[src/rtl/cdc_pkg.sv]
package cdc_pkg;

   // Graph size and field widths
   localparam int MAX_VERTICES = 16;
   localparam int COLOR_BITS   = 2;
   localparam int VERTEX_BITS  = $clog2(MAX_VERTICES);
   localparam int VCOUNT_BITS  = $clog2(MAX_VERTICES + 1);
   localparam int COUNT_BITS   = 4;
   localparam int KIND_BITS    = 2;
   localparam int EDGE_DEPTH   = MAX_VERTICES * (MAX_VERTICES - 1) / 2;
   localparam int ADDR_BITS    = $clog2(EDGE_DEPTH);

   localparam logic [VCOUNT_BITS-1:0] VCOUNT_RESET = VCOUNT_BITS'(MAX_VERTICES);

   // Item kinds
   localparam logic [KIND_BITS-1:0] KIND_WRITE = 2'd0;
   localparam logic [KIND_BITS-1:0] KIND_FILL  = 2'd1;
   localparam logic [KIND_BITS-1:0] KIND_ONE   = 2'd2;
   localparam logic [KIND_BITS-1:0] KIND_ALL   = 2'd3;

   typedef struct packed {
      logic [KIND_BITS-1:0]   kind;
      logic [VERTEX_BITS-1:0] vertex_a;
      logic [VERTEX_BITS-1:0] vertex_b;
      logic [COLOR_BITS-1:0]  color;
   } req_payload_type;

   typedef struct packed {
      logic [VERTEX_BITS-1:0] vertex;
      logic [COUNT_BITS-1:0]  count;
      logic                   last;
   } rsp_payload_type;

   // Controller to datapath
   typedef struct packed {
      logic load;
      logic write_edge;
      logic fill_step;
      logic scan_step;
      logic emit;
      logic next_vertex;
   } cmd_type;

   // Datapath to controller
   typedef struct packed {
      logic [KIND_BITS-1:0] kind;
      logic                 vertex_bad;
      logic                 scan_last;
      logic                 fill_last;
      logic                 vertex_last;
      logic                 out_free;
   } status_type;

endpackage

[src/rtl/cdc_datapath.sv]
module cdc_datapath (
   input  logic                         clock,
   input  logic                         reset,
   input  cdc_pkg::req_payload_type     req_payload,
   input  logic                         csr_write,
   input  logic [cdc_pkg::VCOUNT_BITS-1:0] csr_data,
   input  cdc_pkg::cmd_type             cmd,
   output cdc_pkg::status_type          status,
   output logic                         rsp_valid,
   input  logic                         rsp_stall,
   output cdc_pkg::rsp_payload_type     rsp_payload
);
   import cdc_pkg::*;

   // Triangular address of the edge between two distinct vertices
   function automatic logic [ADDR_BITS-1:0] edge_addr(
      input logic [VERTEX_BITS-1:0] a,
      input logic [VERTEX_BITS-1:0] b
   );
      logic [VERTEX_BITS-1:0]   hi;
      logic [VERTEX_BITS-1:0]   lo;
      logic [2*VERTEX_BITS-1:0] prod;
      logic [2*VERTEX_BITS-1:0] sum;
      hi   = (a > b) ? a : b;
      lo   = (a > b) ? b : a;
      prod = {{VERTEX_BITS{1'b0}}, hi} * {{VERTEX_BITS{1'b0}}, hi - 1'b1};
      sum  = (prod >> 1) + {{VERTEX_BITS{1'b0}}, lo};
      return sum[ADDR_BITS-1:0];
   endfunction

   logic [COLOR_BITS-1:0]  edge_mem_ff [EDGE_DEPTH];
   logic [COLOR_BITS-1:0]  mem_q_ff;

   logic [VCOUNT_BITS-1:0] vcount_ff, vcount_in;
   logic [KIND_BITS-1:0]   kind_ff, kind_in;
   logic [VERTEX_BITS-1:0] vert_a_ff, vert_a_in;
   logic [VERTEX_BITS-1:0] vert_b_ff, vert_b_in;
   logic [COLOR_BITS-1:0]  color_ff, color_in;
   logic [VERTEX_BITS-1:0] vertex_ff, vertex_in;
   logic [VCOUNT_BITS-1:0] scan_ff, scan_in;
   logic [COUNT_BITS-1:0]  acc_ff, acc_in;
   logic [ADDR_BITS-1:0]   fill_ff, fill_in;
   logic                   pend_ff, pend_in;
   logic                   rsp_valid_ff, rsp_valid_in;
   rsp_payload_type        rsp_ff, rsp_in;

   logic [VCOUNT_BITS-1:0]   n_used;
   logic [VCOUNT_BITS-1:0]   n_m1;
   logic [2*VCOUNT_BITS-1:0] pair_prod;
   logic [ADDR_BITS-1:0]     fill_end;
   logic                     write_ok;
   logic                     mem_we;
   logic [ADDR_BITS-1:0]     mem_waddr;
   logic                     mem_re;
   logic [ADDR_BITS-1:0]     mem_raddr;
   logic                     vertex_last;

   // Clamp the vertex count to the supported range
   always_comb begin
      if (vcount_ff < VCOUNT_BITS'(2)) begin
         n_used = VCOUNT_BITS'(2);
      end else if (vcount_ff > VCOUNT_BITS'(MAX_VERTICES)) begin
         n_used = VCOUNT_BITS'(MAX_VERTICES);
      end else begin
         n_used = vcount_ff;
      end
   end

   assign n_m1      = n_used - 1'b1;
   assign pair_prod = {{VCOUNT_BITS{1'b0}}, n_used} * {{VCOUNT_BITS{1'b0}}, n_m1};
   assign fill_end  = ADDR_BITS'((pair_prod >> 1) - 1'b1);

   assign write_ok = (vert_a_ff != vert_b_ff)
                   && ({1'b0, vert_a_ff} < n_used)
                   && ({1'b0, vert_b_ff} < n_used);

   // Share the write port between edge writes and the fill sweep
   assign mem_we    = (cmd.write_edge && write_ok) || cmd.fill_step;
   assign mem_waddr = cmd.fill_step ? fill_ff : edge_addr(vert_a_ff, vert_b_ff);

   // Skip the diagonal while scanning
   assign mem_re    = cmd.scan_step && (scan_ff != {1'b0, vertex_ff});
   assign mem_raddr = edge_addr(vertex_ff, scan_ff[VERTEX_BITS-1:0]);

   assign vertex_last = ({1'b0, vertex_ff} == n_m1);

   always_ff @(posedge clock) begin
      if (mem_we) begin
         edge_mem_ff[mem_waddr] <= color_ff;
      end
      if (mem_re) begin
         mem_q_ff <= edge_mem_ff[mem_raddr];
      end
   end

   // Next-state logic for item, scan and output registers
   always_comb begin
      vcount_in    = vcount_ff;
      kind_in      = kind_ff;
      vert_a_in    = vert_a_ff;
      vert_b_in    = vert_b_ff;
      color_in     = color_ff;
      vertex_in    = vertex_ff;
      scan_in      = scan_ff;
      acc_in       = acc_ff;
      fill_in      = fill_ff;
      pend_in      = mem_re;
      rsp_in       = rsp_ff;
      rsp_valid_in = rsp_valid_ff && rsp_stall;

      if (csr_write) begin
         vcount_in = csr_data;
      end

      // Count a matching edge in the cycle after its read
      if (pend_ff && (mem_q_ff == color_ff)) begin
         acc_in = acc_ff + 1'b1;
      end

      if (cmd.load) begin
         kind_in   = req_payload.kind;
         vert_a_in = req_payload.vertex_a;
         vert_b_in = req_payload.vertex_b;
         color_in  = req_payload.color;
         vertex_in = (req_payload.kind == KIND_ALL) ? '0 : req_payload.vertex_a;
         scan_in   = '0;
         acc_in    = '0;
         fill_in   = '0;
      end

      if (cmd.fill_step) begin
         fill_in = fill_ff + 1'b1;
      end

      if (cmd.scan_step) begin
         scan_in = scan_ff + 1'b1;
      end

      if (cmd.emit) begin
         rsp_valid_in = 1'b1;
         rsp_in.vertex = vertex_ff;
         rsp_in.count  = acc_ff;
         rsp_in.last   = (kind_ff == KIND_ONE) || vertex_last;
      end

      if (cmd.next_vertex) begin
         vertex_in = vertex_ff + 1'b1;
         scan_in   = '0;
         acc_in    = '0;
      end
   end

   always_ff @(posedge clock) begin
      if (reset) begin
         vcount_ff    <= VCOUNT_RESET;
         pend_ff      <= 1'b0;
         rsp_valid_ff <= 1'b0;
      end else begin
         vcount_ff    <= vcount_in;
         pend_ff      <= pend_in;
         rsp_valid_ff <= rsp_valid_in;
      end
   end

   always_ff @(posedge clock) begin
      kind_ff   <= kind_in;
      vert_a_ff <= vert_a_in;
      vert_b_ff <= vert_b_in;
      color_ff  <= color_in;
      vertex_ff <= vertex_in;
      scan_ff   <= scan_in;
      acc_ff    <= acc_in;
      fill_ff   <= fill_in;
      rsp_ff    <= rsp_in;
   end

   // Report to the controller
   assign status.kind        = kind_ff;
   assign status.vertex_bad  = ({1'b0, vertex_ff} >= n_used);
   assign status.scan_last   = (scan_ff == n_m1);
   assign status.fill_last   = (fill_ff == fill_end);
   assign status.vertex_last = vertex_last;
   assign status.out_free    = !rsp_valid_ff || !rsp_stall;

   assign rsp_valid   = rsp_valid_ff;
   assign rsp_payload = rsp_ff;

endmodule

[src/rtl/cdc_ctrl.sv]
module cdc_ctrl (
   input  logic                clock,
   input  logic                reset,
   input  logic                req_valid,
   output logic                req_stall,
   input  cdc_pkg::status_type status,
   output cdc_pkg::cmd_type    cmd
);
   import cdc_pkg::*;

   localparam logic [2:0] ST_IDLE  = 3'd0;
   localparam logic [2:0] ST_WRITE = 3'd1;
   localparam logic [2:0] ST_FILL  = 3'd2;
   localparam logic [2:0] ST_SCAN  = 3'd3;
   localparam logic [2:0] ST_DRAIN = 3'd4;
   localparam logic [2:0] ST_EMIT  = 3'd5;

   logic [2:0] state_ff, state_in;

   // Sequence one item at a time
   always_comb begin
      state_in = state_ff;
      cmd      = '0;
      case (state_ff)
         ST_IDLE: begin
            if (req_valid) begin
               cmd.load = 1'b1;
               state_in = ST_SCAN;
            end
         end
         ST_WRITE: begin
            cmd.write_edge = 1'b1;
            state_in       = ST_IDLE;
         end
         ST_FILL: begin
            cmd.fill_step = 1'b1;
            if (status.fill_last) begin
               state_in = ST_IDLE;
            end
         end
         ST_SCAN: begin
            // Route the loaded item by its kind; a query scans its vertex here
            if (status.kind == KIND_WRITE) begin
               cmd.write_edge = 1'b1;
               state_in       = ST_IDLE;
            end else if (status.kind == KIND_FILL) begin
               state_in = ST_FILL;
            end else if (status.vertex_bad) begin
               state_in = ST_EMIT;
            end else begin
               cmd.scan_step = 1'b1;
               if (status.scan_last) begin
                  state_in = ST_DRAIN;
               end
            end
         end
         ST_DRAIN: begin
            state_in = ST_EMIT;
         end
         ST_EMIT: begin
            if (status.out_free) begin
               cmd.emit = 1'b1;
               if (status.kind == KIND_ALL && !status.vertex_last) begin
                  cmd.next_vertex = 1'b1;
                  state_in        = ST_SCAN;
               end else begin
                  state_in = ST_IDLE;
               end
            end
         end
         default: begin
            state_in = ST_IDLE;
         end
      endcase
   end

   always_ff @(posedge clock) begin
      if (reset) begin
         state_ff <= ST_IDLE;
      end else begin
         state_ff <= state_in;
      end
   end

   assign req_stall = (state_ff != ST_IDLE);

endmodule

[src/rtl/colored_degree_counter.sv]
// Colored degree counter: edge colors of a complete graph on up to 16 vertices.
// Input channel req_*: one item per handshake (valid high, stall low). Kinds:
// write one edge, fill every edge in use, count a color at one vertex, or count
// it at every vertex. Result channel rsp_*: vertex, count and last; a query of
// one vertex gives one result, a full query gives one per vertex in use.
// Config port csr_*: vertex_count, always ready; write it only while idle.
// Items are handled one at a time; req_stall is high while one is at work.
// With n vertices in use, an edge write is loaded and then stored; a fill
// writes the n(n-1)/2 store entries in use, one store entry a cycle; a
// one-vertex query scans the n slots of its vertex through the single store
// read port, drains the last read and emits (a vertex out of range goes
// straight to emit); a full query does this for each vertex in turn.
// A finished result sits in an output register, so the next item is accepted
// while it waits; a stalled result holds and stops further results.
// Reset sets vertex_count to 16 and empties the output register. The edge
// store is not cleared: read only edges written since reset.
module colored_degree_counter (
   input  logic                              clock,
   input  logic                              reset,
   input  logic                              req_valid,
   output logic                              req_stall,
   input  cdc_pkg::req_payload_type          req_payload,
   output logic                              rsp_valid,
   input  logic                              rsp_stall,
   output cdc_pkg::rsp_payload_type          rsp_payload,
   input  logic                              csr_valid,
   output logic                              csr_ready,
   input  logic [cdc_pkg::VCOUNT_BITS-1:0]   csr_data
);
   import cdc_pkg::*;

   cmd_type    cmd;
   status_type status;

   assign csr_ready = 1'b1;

   cdc_ctrl u_ctrl (
      .clock     (clock),
      .reset     (reset),
      .req_valid (req_valid),
      .req_stall (req_stall),
      .status    (status),
      .cmd       (cmd)
   );

   cdc_datapath u_datapath (
      .clock       (clock),
      .reset       (reset),
      .req_payload (req_payload),
      .csr_write   (csr_valid && csr_ready),
      .csr_data    (csr_data),
      .cmd         (cmd),
      .status      (status),
      .rsp_valid   (rsp_valid),
      .rsp_stall   (rsp_stall),
      .rsp_payload (rsp_payload)
   );

   // Never load a result over one still waiting
   a_emit_free: assert property (@(posedge clock) disable iff (reset)
      cmd.emit |-> status.out_free)
      else $error("result loaded over a waiting result");

   // One item at a time
   a_one_item: assert property (@(posedge clock) disable iff (reset)
      (req_valid && !req_stall) |=> req_stall)
      else $error("second item accepted while busy");

   // Store port used by one operation per cycle
   a_port_excl: assert property (@(posedge clock) disable iff (reset)
      $onehot0({cmd.write_edge, cmd.fill_step, cmd.scan_step, cmd.load}))
      else $error("conflicting store commands");

   // A new result only after an accepted query
   a_rsp_rise: assert property (@(posedge clock) disable iff (reset)
      $rose(rsp_valid) |-> $past(cmd.emit))
      else $error("result without emit");

endmodule
[config.mk]
export PLATFORM = sky130hd
export DESIGN_NAME = colored_degree_counter
export DESIGN_NICKNAME = d
export VERILOG_FILES = /design/src/rtl/cdc_pkg.sv /design/src/rtl/cdc_datapath.sv /design/src/rtl/cdc_ctrl.sv /design/src/rtl/colored_degree_counter.sv
export SDC_FILE = /design/constraint.sdc
export NUM_CORES = 1
export LEC_CHECK = 0
export BUFFER_PORTS_ARGS = -buffer_cell sky130_fd_sc_hd__clkbuf_2
export CELL_PAD_IN_SITES_DETAIL_PLACEMENT = 0
export CELL_PAD_IN_SITES_GLOBAL_PLACEMENT = 1
export CORE_ASPECT_RATIO = 1.4
export CORE_MARGIN = 5
export CORE_UTILIZATION = 50
export CTS_CLUSTER_SIZE = 16
export DETAILED_ROUTE_END_ITERATION = 16
export PLACE_DENSITY_LB_ADDON = 0.1
export RECOVER_POWER = 100
export SLEW_MARGIN = 20
export SYNTH_ARGS = -nofsm -noshare
export SYNTH_HDL_FRONTEND = slang
export SYNTH_HIERARCHICAL = 1
export SYNTH_SLANG_ARGS = --single-unit
[constraint.sdc]
create_clock -name clock -period 13.85 [get_ports clock]
set_input_delay 2.77 -clock clock [delete_from_list [all_inputs] [get_ports clock]]
set_output_delay 2.77 -clock clock [all_outputs]
set_load 0.1 [all_outputs]
# [Word-level counts from Yosys, hierarchy flattened]
# Memory sizes are Yosys's and may differ from the RTL's. A register that Yosys moved wholly into a read port is not among the register bits.
# Cells that the tools add are included.
[op_classes] add_sub_neg=10 n_mul=3 div=0 n_lt_le_gt_ge=7 eq_ne=19 shift=0 mux=38 bitwise=0 n_reduce_logical=21
[op_table] cell="$mux 4" count=7
[op_table] cell="$mux 3" count=7
[op_table] cell="$mux 7" count=3
[op_table] cell="$mux 5" count=4
[op_table] cell="$mul 4x4->8" count=2
[op_table] cell="$pmux 3 s5" count=1
[op_table] cell="$add 7x4->7" count=2
[op_table] cell="$mux 1" count=12
[op_table] cell="$lt 4x5->1" count=2
[op_table] cell="$add 4x1->4 const B" count=2
[op_table] cell="$gt 4x4->1" count=2
[op_table] cell="$mul 5x5->8" count=1
[op_table] cell="$sub 4x1->4 const B" count=2
[op_table] cell="$add 7x1->7 const B" count=1
[op_table] cell="$eq 7x7->1" count=1
[op_table] cell="$logic_and 1x1->1" count=7
[op_table] cell="$sub 7x1->7 const B" count=1
[op_table] cell="$eq 2x2->1 const B" count=3
[op_table] cell="$eq 3x2->1 const B" count=2
[op_table] cell="$eq 3x3->1 const B" count=2
[op_table] cell="$mux 2" count=3
[op_table] cell="$ne 2x2->1 const B" count=3
[op_table] cell="$reduce_bool 2->1" count=3
[op_table] cell="$add 5x1->5 const B" count=1
[op_table] cell="20 further kinds" count=24
[word_totals] regBits=51 latch_bits=0 ram_bits=240 mem_bits_ro=0 input_bits=22 output_inout_bits=12 memories=1
[mem_list] memory="u_datapath.edge_mem_ff" words=120 width=2 rd=1 rd_ports_with_merged_regs=1 wr=1 line_no="cdc_datapath.sv:31" text="logic [COLOR_BITS-1:0] edge_mem_ff [EDGE_DEPTH];"

# [Logic depth before layout (Yosys ltp)]
# Gate-level depths: netlist of the first run.
[logic_depth] word_depth=11 depth_mapped=28 mapped_depth_nobuf=26

# [Modules after synthesis]
# The synthesis of the first run kept the hierarchy.
[by_module_without_submodules] mod="cdc_datapath" instances=1 cells_per_inst=1048 area_per_inst_um2=14790.4 seq_area_each_um2=8548.2
[by_module_without_submodules] mod="cdc_ctrl" instances=1 cells_per_inst=37 area_per_inst_um2=307.8 seq_area_each_um2=60.1
[by_module_without_submodules] mod="colored_degree_counter" instances=1 cells_per_inst=2 area_per_inst_um2=11.3 seq_area_each_um2=0.0

# [Least setup slack after synthesis of the first run]
# Ideal clock, no wire load.
[synth_path] path_kind="register to register" start="reg u_datapath.vert_a_ff[1]" end="mem u_datapath.edge_mem_ff[21][0] (enable)" setup_time_ns=0.309 arrival_time_ns=6.582 path_slack_ns=6.959 stages_incl_launch_ff=26 path_buffers=2 period_less_slack_ns=6.891 path_cell_list="edfxtp_1 > ha_1 > nor2b_1 > o21a_1 > o21a_1 > o21ai_0 > clkbuf_1 > mux2i_1 > nand3_1 > ha_1 > or2_2 > fa_1 > inv_1 > fa_1 > inv_1 > fa_1 > inv_1 > ha_1 > a21o_1 > a21oi_1 > xnor3_1 > o21ai_1 > buf_2 > nor3b_4 > nand2_1 > nor2_1"
[synth_via] elab_chain_cells=7 elab_cells_between_ends=15 classes_between="add/sub (2); mul (1); order compare (2); eq/ne (1); mux (5); reduce/logical (4)"
[synth_lines] element="from (decl)" line_no="cdc_datapath.sv:36" text="logic [VERTEX_BITS-1:0] vert_a_ff, vert_a_in;"
[synth_lines] element="from (signal assigned)" line_no="cdc_datapath.sv:167" text="vert_a_ff <= vert_a_in;"
[synth_lines] element="parallel branches: the longest is 7 deep, another holds $mul 4x4->8"
[synth_lines] element="to (decl)" line_no="cdc_datapath.sv:31"
# Parallel ways; which one is timed is not known.

# [Final worst setup path of the first run]
[layout_path] start="reg u_datapath.vert_a_ff[1]" end="mem u_datapath.edge_mem_ff[113][0] (enable)"
# The elaborated chain is that of the path after synthesis.

==> results of run 1 <==
layout make-up:
type / count / area, sq um
timing repair buffer: 46 / 209
multi-input combinational: 689 / 6060
inverter: 57 / 214
clock inverter: 16 / 156
clock buffer: 36 / 783
fill: 2528 / 13400
sequential: 293 / 8610
tap: 385 / 482
logic make-up after synthesis:
logic type	synth area share, %
DFF	57.0
AOI/OAI and AO/OA	4.65
adders and majority gates	9.09
other	0.0497
muxes	13.4
and+or+nand+nor	9.80
buffers and inverters	2.92
xor gates and xnor gates	3.13
per-layer routing:
metal	wire length, microns	track usage (%)	vias up
li1	-	-	4104
met1	12900	24.5	4292
met2	17900	35.9	184
met3	1370	2.46	63
met4	1210	6.92	0
met5	0	0	-
registers in the layout, summed over array words and instances (netlist names):
signal / count
u_datapath/rsp_valid: 1
u_datapath/vertex_ff: 4
u_datapath/edge_mem_ff: 240
u_datapath/kind_ff: 2
u_datapath/vert_b_ff: 4
u_ctrl/state_ff: 3
u_datapath/vcount_ff: 5
u_datapath/acc_ff: 4
u_datapath/color_ff: 2
u_datapath/rsp_payload: 9
u_datapath/vert_a_ff: 4
u_datapath/scan_ff: 5
u_datapath/pend_ff: 1
u_datapath/mem_q_ff: 2
u_datapath/fill_ff: 7
final timing paths:
kind                                                   startpoint                                        to  depth (start not counted)
worst min-delay path            u_datapath/acc_ff[3]$_SDFFE_PP0P_       u_datapath/rsp_payload[4]$_DFFE_PP_                          0
worst min register to register  u_datapath/acc_ff[3]$_SDFFE_PP0P_       u_datapath/rsp_payload[4]$_DFFE_PP_                          0
worst max register to register  u_datapath/vert_a_ff[1]$_DFFE_PP_  u_datapath/edge_mem_ff[113][0]$_DFFE_PP_                         25
worst max-delay path            u_datapath/vert_a_ff[1]$_DFFE_PP_  u_datapath/edge_mem_ff[113][0]$_DFFE_PP_                         25
Yosys cell counts, types with 4 or more instances:
library cell,count
nor3_1,16
o21ai_0,19
ha_1,81
and3_1,4
a21oi_1,29
inv_1,56
nand3_1,13
xor2_1,16
clkbuf_1,26
nor2b_1,8
or2_2,8
nand4_1,11
nand2b_1,8
edfxtp_1,274
mux2_2,9
dfxtp_1,19
xnor2_1,31
o21a_1,7
mux4_2,74
nor2_1,183
and2_1,6
a31oi_1,4
a21o_1,12
buf_2,14
buf_4,4
nand2_1,53
mux2i_1,24
fa_1,18
through the flow:
stage	hold slack (ns)	cell area, sq um	setup slack, ns	util, %
2_1_floorplan	0.428	15100	6.96	-
3_3_place_gp	0.448	15700	6.35	52.4
3_5_place_dp	0.469	15700	6.22	52.4
4_1_cts	0.484	16600	6.15	55.5
5_1_grt	0.501	16500	4.36	55.2
6_report	0.479	16500	5.01	55.2
==> impl_metrics.env, run 1 <==
export IMPL_cts_root_buf="clkbuf_16"
export IMPL_dr_pass1_iters=5
export IMPL_cts_path_max_buffers=3
export IMPL_synthToLayoutAreaGrowth_pct=9.28
export IMPL_synth_top_cell_by_area="edfxtp_1"
export IMPL_critical_path_top_delay_family="adder cells"
export IMPL_core_sq_mm=0.0299
export IMPL_crit_path_start_kind="flop"
export IMPL_fmax_mhz=113
export IMPL_path_class="reg -> reg"
export IMPL_globalplace_congestion=0.765
export IMPL_track_usage_pct=19.9
export IMPL_cp_arrival_ns=9.07
export IMPL_io_pins=34
export IMPL_cts_resized=0
export IMPL_die_h_microns=216
export IMPL_yosys_warnings=6
export IMPL_synthesis_area_sq_mm=0.0151
export IMPL_rows=75
export IMPL_cap_violations=5
export IMPL_drive_gt1_share_pct=14.4
export IMPL_postCtsSetupRepairBufs=0
export IMPL_path_max_fanout=12
export IMPL_layout_commonest_cell="edfxtp_1"
export IMPL_ys_seq_elements=293
export IMPL_syn_area_per_cell_sq_um=13.9
export IMPL_synth_edf_count=274
export IMPL_die_width_microns=157
export IMPL_min_period_over_period_pct=63.8
export IMPL_relSlewSlack_pct=-85.1
export IMPL_yosys_top_cells_area="edfxtp_1, mux4_2, ha_1"
export IMPL_rrSetupSlack_ns=5.01
export IMPL_routed_wl_microns=33300
export IMPL_dp_cells=1470
export IMPL_n_antenna_cell=0
export IMPL_drcViolationCount=0
export IMPL_max_stage_delay_ns=1.07
export IMPL_cts_hold_buf=0
export IMPL_htree_levels=1
export IMPL_cts_made_buffers=28
export IMPL_portBuffers=32
export IMPL_min_path_type="reg -> reg"
export IMPL_failed_checks="max-capacitance violations, max-slew violations"
export IMPL_synth_distinct_cells=66
export IMPL_setup_viol=0
export IMPL_syn_nets=1208
export IMPL_grt_pass1_wl_microns=51400
export IMPL_start_util_pct=50.5
export IMPL_final_cell_mix="edfxtp_1, nor2_1, ha_1, mux4_2, inv_1"
export IMPL_clock_sinks=293
export IMPL_end_kind="flop"
export IMPL_die_area_sq_mm=0.0338
export IMPL_ant_nets=0
export IMPL_final_net_count=1236
export IMPL_rsz0062_at_grt="no"
export IMPL_wire_per_inst_microns=21.9
export IMPL_skew_ns=0.0189
export IMPL_worst_pin_slew_ns=2.78
export IMPL_setup_tns_ns=0
export IMPL_vias_per_cell=5.68
export IMPL_required_ns=14.09
export IMPL_grt_overflow=0
export IMPL_hpwl_microns=23700
export IMPL_yosysTopAreaCellShare_pct=54.5
export IMPL_slew_viol_final=263
export IMPL_first_iter_violations=463
export IMPL_finalCriticalPeriod_ns=8.84
export IMPL_cp_slowest_cell="nor3b_1"
export IMPL_cts_tree="yes"
export IMPL_hold_viol=0
export IMPL_postSynthCellCount=1087
export IMPL_worst_skew_pair_late_latency_ns=0.56
export IMPL_path_clk_slew_ns=0.07
export IMPL_status="finished, violations left"
export IMPL_yosysSeqAreaShare_pct=57.0
export IMPL_path_buf_inv=5
export IMPL_grt_max_degree=71
export IMPL_antenna_found_initial=0
export IMPL_async_flop_share_pct=0
export IMPL_layout_cells_non_filler=1522
export IMPL_synthFlopType="edfxtp_1"
export IMPL_grt_pass1_vias=9003
export IMPL_vias=8643
Power of run 1 is left out: the tool's default activity adds up to more than one toggle a clock period on the data nets, which glitch-free logic cannot reach.
==> run 2, diff against run 1 <==
--- a/config.mk
+++ b/config.mk
@@ -5,6 +5,7 @@
 export SDC_FILE = /design/constraint.sdc
 export NUM_CORES = 1
 export LEC_CHECK = 0
+export ABC_AREA = 1
 export BUFFER_PORTS_ARGS = -buffer_cell sky130_fd_sc_hd__clkbuf_2
 export CELL_PAD_IN_SITES_DETAIL_PLACEMENT = 0
 export CELL_PAD_IN_SITES_GLOBAL_PLACEMENT = 1
==> constraint.sdc (replaced) <==
create_clock -name clock -period 9.2 [get_ports clock]
set_input_delay 1.84 -clock clock [delete_from_list [all_inputs] [get_ports clock]]
set_output_delay 1.84 -clock clock [all_outputs]
set_load 0.1 [all_outputs]
==> run 2 against run 1 <==
  * The run still ends with max-capacitance violations, max-slew violations left
  * Synthesized area rose by 6.0%
  * Global-route usage rose by 1.3 points
  * Count of clock-buffer cells in the layout fell by 5
  * Die area rose by 5.7%
  * Wire length rose by 14%
  * Via count rose by 34%
  * Flip-flop and latch count did not move
  * Design area rose by 4.9%
==> impl_metrics.env, run 2 <==
export IMPL_largest_register_ffs=240
export IMPL_synthToLayoutAreaGrowth_pct=8.11
export IMPL_grt_overflow=0
export IMPL_skew_ns=0.0158
export IMPL_syn_nets=1856
export IMPL_layout_commonest_cell="nand2_1"
export IMPL_failed_checks="max-capacitance violations, max-slew violations"
export IMPL_met2_usage_pct=41.3
export IMPL_final_net_count=1867
export IMPL_synth_top_cell_by_area="edfxtp_1"
export IMPL_postCtsSetupRepairBufs=0
export IMPL_grtUsageMet1_pct=24.2
export IMPL_synth_compound_area_share_pct=3.73
export IMPL_n_antenna_cell=0
export IMPL_synth_top_family_by_area="simple AND/OR/NAND/NOR gates"
export IMPL_synthFlopType="edfxtp_1"
export IMPL_synthAdderAreaFrac_pct=8.58
export IMPL_cts_path_max_buffers=3
export IMPL_die_width_microns=161
export IMPL_min_period_over_period_pct=78.4
export IMPL_drcViolationCount=0
export IMPL_die_h_microns=222
export IMPL_synth_distinct_cells=49
export IMPL_routed_wl_microns=38000
export IMPL_synthesis_area_sq_mm=0.0160
export IMPL_end_kind="flop"
export IMPL_busiest_layer="met2"
export IMPL_synth_edf_count=274
export IMPL_clock_sinks=293
export IMPL_cts_hold_buf=0
export IMPL_io_pins=34
export IMPL_multi_input_area_sq_mm=0.00648
export IMPL_core_sq_mm=0.0316
export IMPL_regMostFlops="u_datapath/edge_mem_ff"
export IMPL_first_iter_violations=580
export IMPL_max_stage_delay_ns=0.94
export IMPL_final_cell_mix="nand2_1, edfxtp_1, nand3_1, nor2_1, inv_1"
export IMPL_wire_per_inst_microns=17.6
export IMPL_cts_tree="yes"
export IMPL_synth_area_mux_share_pct=0
export IMPL_postSynthCellCount=1735
export IMPL_vias=11600
export IMPL_track_usage_pct=21.2
export IMPL_grt_pass1_vias=11600
export IMPL_grt_max_degree=107
export IMPL_cap_violations=4
export IMPL_setup_viol=0
export IMPL_grt_util_met3_pct=2.03
export IMPL_yosysSeqAreaShare_pct=53.7
export IMPL_worst_pin_slew_ns=3.12
export IMPL_grt_pass1_wl_microns=60400
export IMPL_cp_slowest_cell="nor2_1"
export IMPL_hpwl_microns=25400
export IMPL_yosys_top_cells_area="edfxtp_1, nand2_1, nand3_1"
export IMPL_status="finished, violations left"
export IMPL_path_clk_slew_ns=0.07
export IMPL_layout_cells_non_filler=2164
export IMPL_portBuffers=32
export IMPL_rows=77
export IMPL_path_max_fanout=18
export IMPL_synthSimpleGateAreaFrac_pct=27.7
export IMPL_synth_xor_area_share_pct=0.984
export IMPL_die_area_sq_mm=0.0358
export IMPL_cp_arrival_ns=7.64
export IMPL_syn_area_per_cell_sq_um=9.23
export IMPL_ys_seq_elements=293
export IMPL_ff_latch_area_sq_mm=0.00861
export IMPL_ant_nets=0
export IMPL_crit_top_cell="nand2_1"
export IMPL_drive_gt1_share_pct=6.22
export IMPL_globalplace_congestion=0.833
export IMPL_htree_levels=1
export IMPL_required_ns=9.63
export IMPL_synth_most_common_cell="nand2_1"
export IMPL_worst_skew_pair_late_latency_ns=0.56
export IMPL_finalCriticalPeriod_ns=7.21
export IMPL_dp_cells=2110
export IMPL_crit_path_start_kind="flop"
export IMPL_setup_tns_ns=0
export IMPL_cts_resized=0
export IMPL_dr_pass1_iters=4
export IMPL_rsz0062_at_grt="no"
export IMPL_start_util_pct=50.7
export IMPL_vias_per_cell=5.35
export IMPL_cts_made_buffers=29
export IMPL_yosys_warnings=6
export IMPL_rrSetupSlack_ns=1.99
export IMPL_fmax_mhz=139
export IMPL_fillers=2859
export IMPL_antenna_found_initial=0
export IMPL_fin_hold_ws_ns=0.439
export IMPL_hold_viol=0
export IMPL_relSlewSlack_pct=-108
export IMPL_yosysTopAreaCellShare_pct=51.4
export IMPL_min_path_type="reg -> reg"
export IMPL_async_flop_share_pct=0
export IMPL_synth_common_cells="nand2_1, edfxtp_1, nand3_1"
export IMPL_cts_root_buf="clkbuf_16"
export IMPL_slew_viol_final=248
export IMPL_path_class="reg -> reg"
[run 2: changes by cell type in the layout (fill, tap and decap cells not counted), moves of 24 or more]
| cell | delta |
|---|---|
| inv_1 | +74 |
| mux2i_1 | -24 |
| mux4_2 | -74 |
| nand2_1 | +454 |
| nand3_1 | +220 |
| nor2_1 | +41 |
| o21ai_0 | +28 |
| xnor2_1 | -26 |
[run 2: kinds of logic (layout without fill, tap and decap cells)]
kind of cell | Yosys count | count (layout)
xor+xnor | 18 | 18
buf+inv | 200 | 234
flops | 293 | 293
simple gates | 1021 | 1021
compound gates | 102 | 102
fa+ha+maj | 99 | 99
other cells | 2 | 2
[run 2: metrics by stage]
step	worst slack (ns)	utilization [%]	area [sq um]
after detailed placement	2.37	52.1	16500
after global placement	2.44	52.1	16400
final	1.99	54.8	17300
after floorplan	3.32	-	16000
after global routing	1.45	54.8	17300
after CTS	2.35	55.3	17500
[run 2: path summary, 6_finish.rpt]
| kind | startpoint | to | cells after the start |
|---|---|---|---|
| max | u_datapath/vertex_ff[2]$_DFFE_PP_ | u_datapath/mem_q_ff[0]$_DFFE_PP_ | 29 |
| min reg2reg | u_datapath/acc_ff[3]$_SDFFE_PP0P_ | u_datapath/rsp_payload[4]$_DFFE_PP_ | 0 |
| min | u_datapath/acc_ff[3]$_SDFFE_PP0P_ | u_datapath/rsp_payload[4]$_DFFE_PP_ | 0 |
| max reg2reg | u_datapath/vertex_ff[2]$_DFFE_PP_ | u_datapath/mem_q_ff[0]$_DFFE_PP_ | 29 |
[run 2: critical path, delay by kind of cell, from the launching register on]
kind                       cells  cell delay, ns
adders and majority gates      7            2.65
and+or+nand+nor               15            2.49
buffers and inverters          5            0.74
AOI/OAI and AO/OA              2            0.63
DFF                            1            0.53
[run 2: per-layer routing]
metal,part of all wire (%),vias up
met3,3.5,54
met1,39,5517
li1,-,5826
met5,0,-
met2,54,191
met4,3.1,0
[run 2: area by class of cell]
cell class,instances,area share [%]
multi-input cells,1242,37.4
inverters,137,2.99
repair buffers,43,1.16
clock inverters,23,1.63
clock buffers,31,4.23
well taps,395,2.85
flip-flops and latches,293,49.7
Power of run 2 is left out for the same reason.
==> run 3, diff against run 2 <==
==> constraint.sdc (replaced) <==
create_clock -name clock -period 7.18 [get_ports clock]
set_input_delay 1.436 -clock clock [delete_from_list [all_inputs] [get_ports clock]]
set_output_delay 1.436 -clock clock [all_outputs]
set_load 0.1 [all_outputs]
==> run 3 against run 2 <==
  * The flow still finishes with violations (max-capacitance violations, max-slew violations)
  * Final cell count rose by 0.18%
  * Flip-flop and latch count did not move
  * Worst hold slack improved by 0.0093 ns
  * Non-clock buffer count increased by 7
  * Design area fell by 0.22%
  * Sequential share of layout area grew 0.11 points
  * Die area unchanged
  * Global-route usage about the same
  * Worst setup slack lost 1.5 ns
  * Clock skew is essentially flat
  * Maximum frequency grew 7.9%
  * Critical path type unchanged
  * Highest routed layer unchanged
==> impl_metrics.env, run 3 (synthesis gave the netlist of run 2 again) <==
export IMPL_path_max_fanout=16
export IMPL_io_pins=34
export IMPL_vias=11600
export IMPL_status="finished, violations left"
export IMPL_start_util_pct=50.7
export IMPL_portBuffers=32
export IMPL_clock_sinks=293
export IMPL_grt_pass1_wl_microns=60400
export IMPL_die_width_microns=161
export IMPL_hold_start="u_datapath/acc_ff[3]$_SDFFE_PP0P_"
export IMPL_cp_arrival_ns=6.93
export IMPL_globalplace_congestion=0.828
export IMPL_worst_pin_slew_ns=2.69
export IMPL_final_cell_mix="nand2_1, edfxtp_1, nand3_1, nor2_1, inv_1"
export IMPL_layout_commonest_cell="nand2_1"
export IMPL_slew_viol_final=248
export IMPL_end_kind="flop"
export IMPL_cts_made_buffers=28
export IMPL_fillers=2934
export IMPL_grt_pass1_vias=12000
export IMPL_antenna_found_initial=0
export IMPL_rsz0062_at_grt="no"
export IMPL_setup_tns_ns=0
export IMPL_min_period_over_period_pct=93.1
export IMPL_die_h_microns=222
export IMPL_regMostFlops="u_datapath/edge_mem_ff"
export IMPL_path_class="reg -> reg"
export IMPL_relSlewSlack_pct=-79.1
export IMPL_worstRegToRegCells=25
export IMPL_cap_violations=4
export IMPL_skew_ns=0.0159
export IMPL_grt_max_degree=97
export IMPL_largest_register_ffs=240
export IMPL_track_usage_pct=21.2
export IMPL_postCtsSetupRepairBufs=0
export IMPL_ant_nets=0
export IMPL_grt_overflow=0
export IMPL_first_iter_violations=602
export IMPL_n_antenna_cell=0
export IMPL_hpwl_microns=25200
export IMPL_die_area_sq_mm=0.0358
export IMPL_r2r_end="u_datapath/edge_mem_ff[3][1]$_DFFE_PP_"
export IMPL_cts_root_buf="clkbuf_16"
export IMPL_failed_checks="max-capacitance violations, max-slew violations"
export IMPL_fmax_mhz=150
export IMPL_regToRegStartpoint="u_datapath/vert_a_ff[3]$_DFFE_PP_"
export IMPL_cts_path_max_buffers=3
export IMPL_finalCriticalPeriod_ns=6.68
export IMPL_final_net_count=1873
export IMPL_rrSetupSlack_ns=0.50
export IMPL_vias_per_cell=5.36
export IMPL_core_sq_mm=0.0316
export IMPL_crit_path_start_kind="flop"
export IMPL_holdPathEnd="u_datapath/rsp_payload[4]$_DFFE_PP_"
export IMPL_setup_viol=0
export IMPL_min_path_type="reg -> reg"
export IMPL_hold_viol=0
export IMPL_dr_pass1_iters=5
export IMPL_rows=77
export IMPL_path_clk_slew_ns=0.07
export IMPL_worstHoldPathCells=0
export IMPL_routed_wl_microns=38100
export IMPL_drcViolationCount=0
export IMPL_drive_gt1_share_pct=6.66
export IMPL_required_ns=7.43
export IMPL_wire_per_inst_microns=17.6
export IMPL_cts_tree="yes"
export IMPL_htree_levels=1
export IMPL_synthToLayoutAreaGrowth_pct=7.87
export IMPL_worst_skew_pair_late_latency_ns=0.56
[run 3: cell types whose count changed in the layout (fill, tap and decap cells not counted), sizes merged]
cell / before / now
buf: 5 / 9
bufinv: 6 / 1
clkbuf: 69 / 74
clkinv: 11 / 15
clkinvlp: 6 / 1
inv: 137 / 138
[run 3: through the flow]
step / setup WS [ns] / hold WS [ns] / std cells / util [%] / cell area [sq um]
after detailed placement: 0.425 / 0.433 / 2117 / 52.3 / 16500
after CTS: 0.418 / 0.451 / 2168 / 55.1 / 17400
final: 0.496 / 0.448 / 2168 / 54.7 / 17300
after floorplan: 1.30 / 0.408 / 1735 / - / 16000
after global placement: 0.576 / 0.436 / 2117 / 52.3 / 16500
after global routing: 0.0498 / 0.470 / 2168 / 54.7 / 17300
[run 3: how the worst max path moves through the flow]
stage / from / to / slack (ns) / cells after the start
after floorplan: u_datapath/vert_a_ff[3]$_DFFE_PP_ / u_datapath/edge_mem_ff[48][0]$_DFFE_PP_ / 1.30 / 25
after global placement: u_datapath/vert_a_ff[3]$_DFFE_PP_ / u_datapath/edge_mem_ff[38][0]$_DFFE_PP_ / 0.58 / 25
after detailed placement: u_datapath/vert_a_ff[3]$_DFFE_PP_ / u_datapath/edge_mem_ff[51][0]$_DFFE_PP_ / 0.43 / 25
after CTS: u_datapath/vert_a_ff[3]$_DFFE_PP_ / u_datapath/edge_mem_ff[51][1]$_DFFE_PP_ / 0.42 / 25
after global routing: u_datapath/vert_a_ff[3]$_DFFE_PP_ / u_datapath/edge_mem_ff[4][1]$_DFFE_PP_ / 0.05 / 25
final: u_datapath/vert_a_ff[3]$_DFFE_PP_ / u_datapath/edge_mem_ff[3][1]$_DFFE_PP_ / 0.50 / 25
[run 3: layer usage]
metal	wire length, microns	up-vias	GRT usage (%)
li1	-	5836	-
met3	1410	63	2.60
met1	14900	5529	23.0
met4	979	0	6.39
met5	0	-	0
met2	20800	191	42.4
[run 3: cell type report]
cell class                      instances  area (sq um)  share of cell area (%)
Tap cell                              395           494                    2.86
Clock inverter                         18           125                   0.724
Sequential cell                       293          8610                    49.8
Timing Repair Buffer                   50           277                    1.60
Multi-Input combinational cell       1242          6520                    37.7
Clock buffer                           33           741                    4.29
Inverter                              137           518                    3.00
[run 3: repair_timing]
action                     CTS  global route
hold buffers                 0             0
resized for setup            0             2
setup endpoints to repair    0            37
[run 3: worst max-delay path: stages (launching register included)]
cell and delay [ns]:
edfxtp_1 0.44, ha_1 0.35, nand2_1 0.06, o21ai_0 0.15, nand2_1 0.28, o21ai_1 0.43
ha_1 0.21, inv_1 0.04, ha_1 0.29, or2_2 0.32, fa_1 0.51, inv_1 0.05
fa_1 0.56, inv_1 0.07, fa_1 0.53, inv_1 0.04, ha_1 0.32, a21oi_1 0.21
nand3b_1 0.10, nand2_1 0.07, nand2_1 0.04, o21ai_1 0.24, inv_1 0.14, nor2_2 0.27
nand3_1 0.35, nor2_1 0.31
Power of run 3 is left out for the same reason.
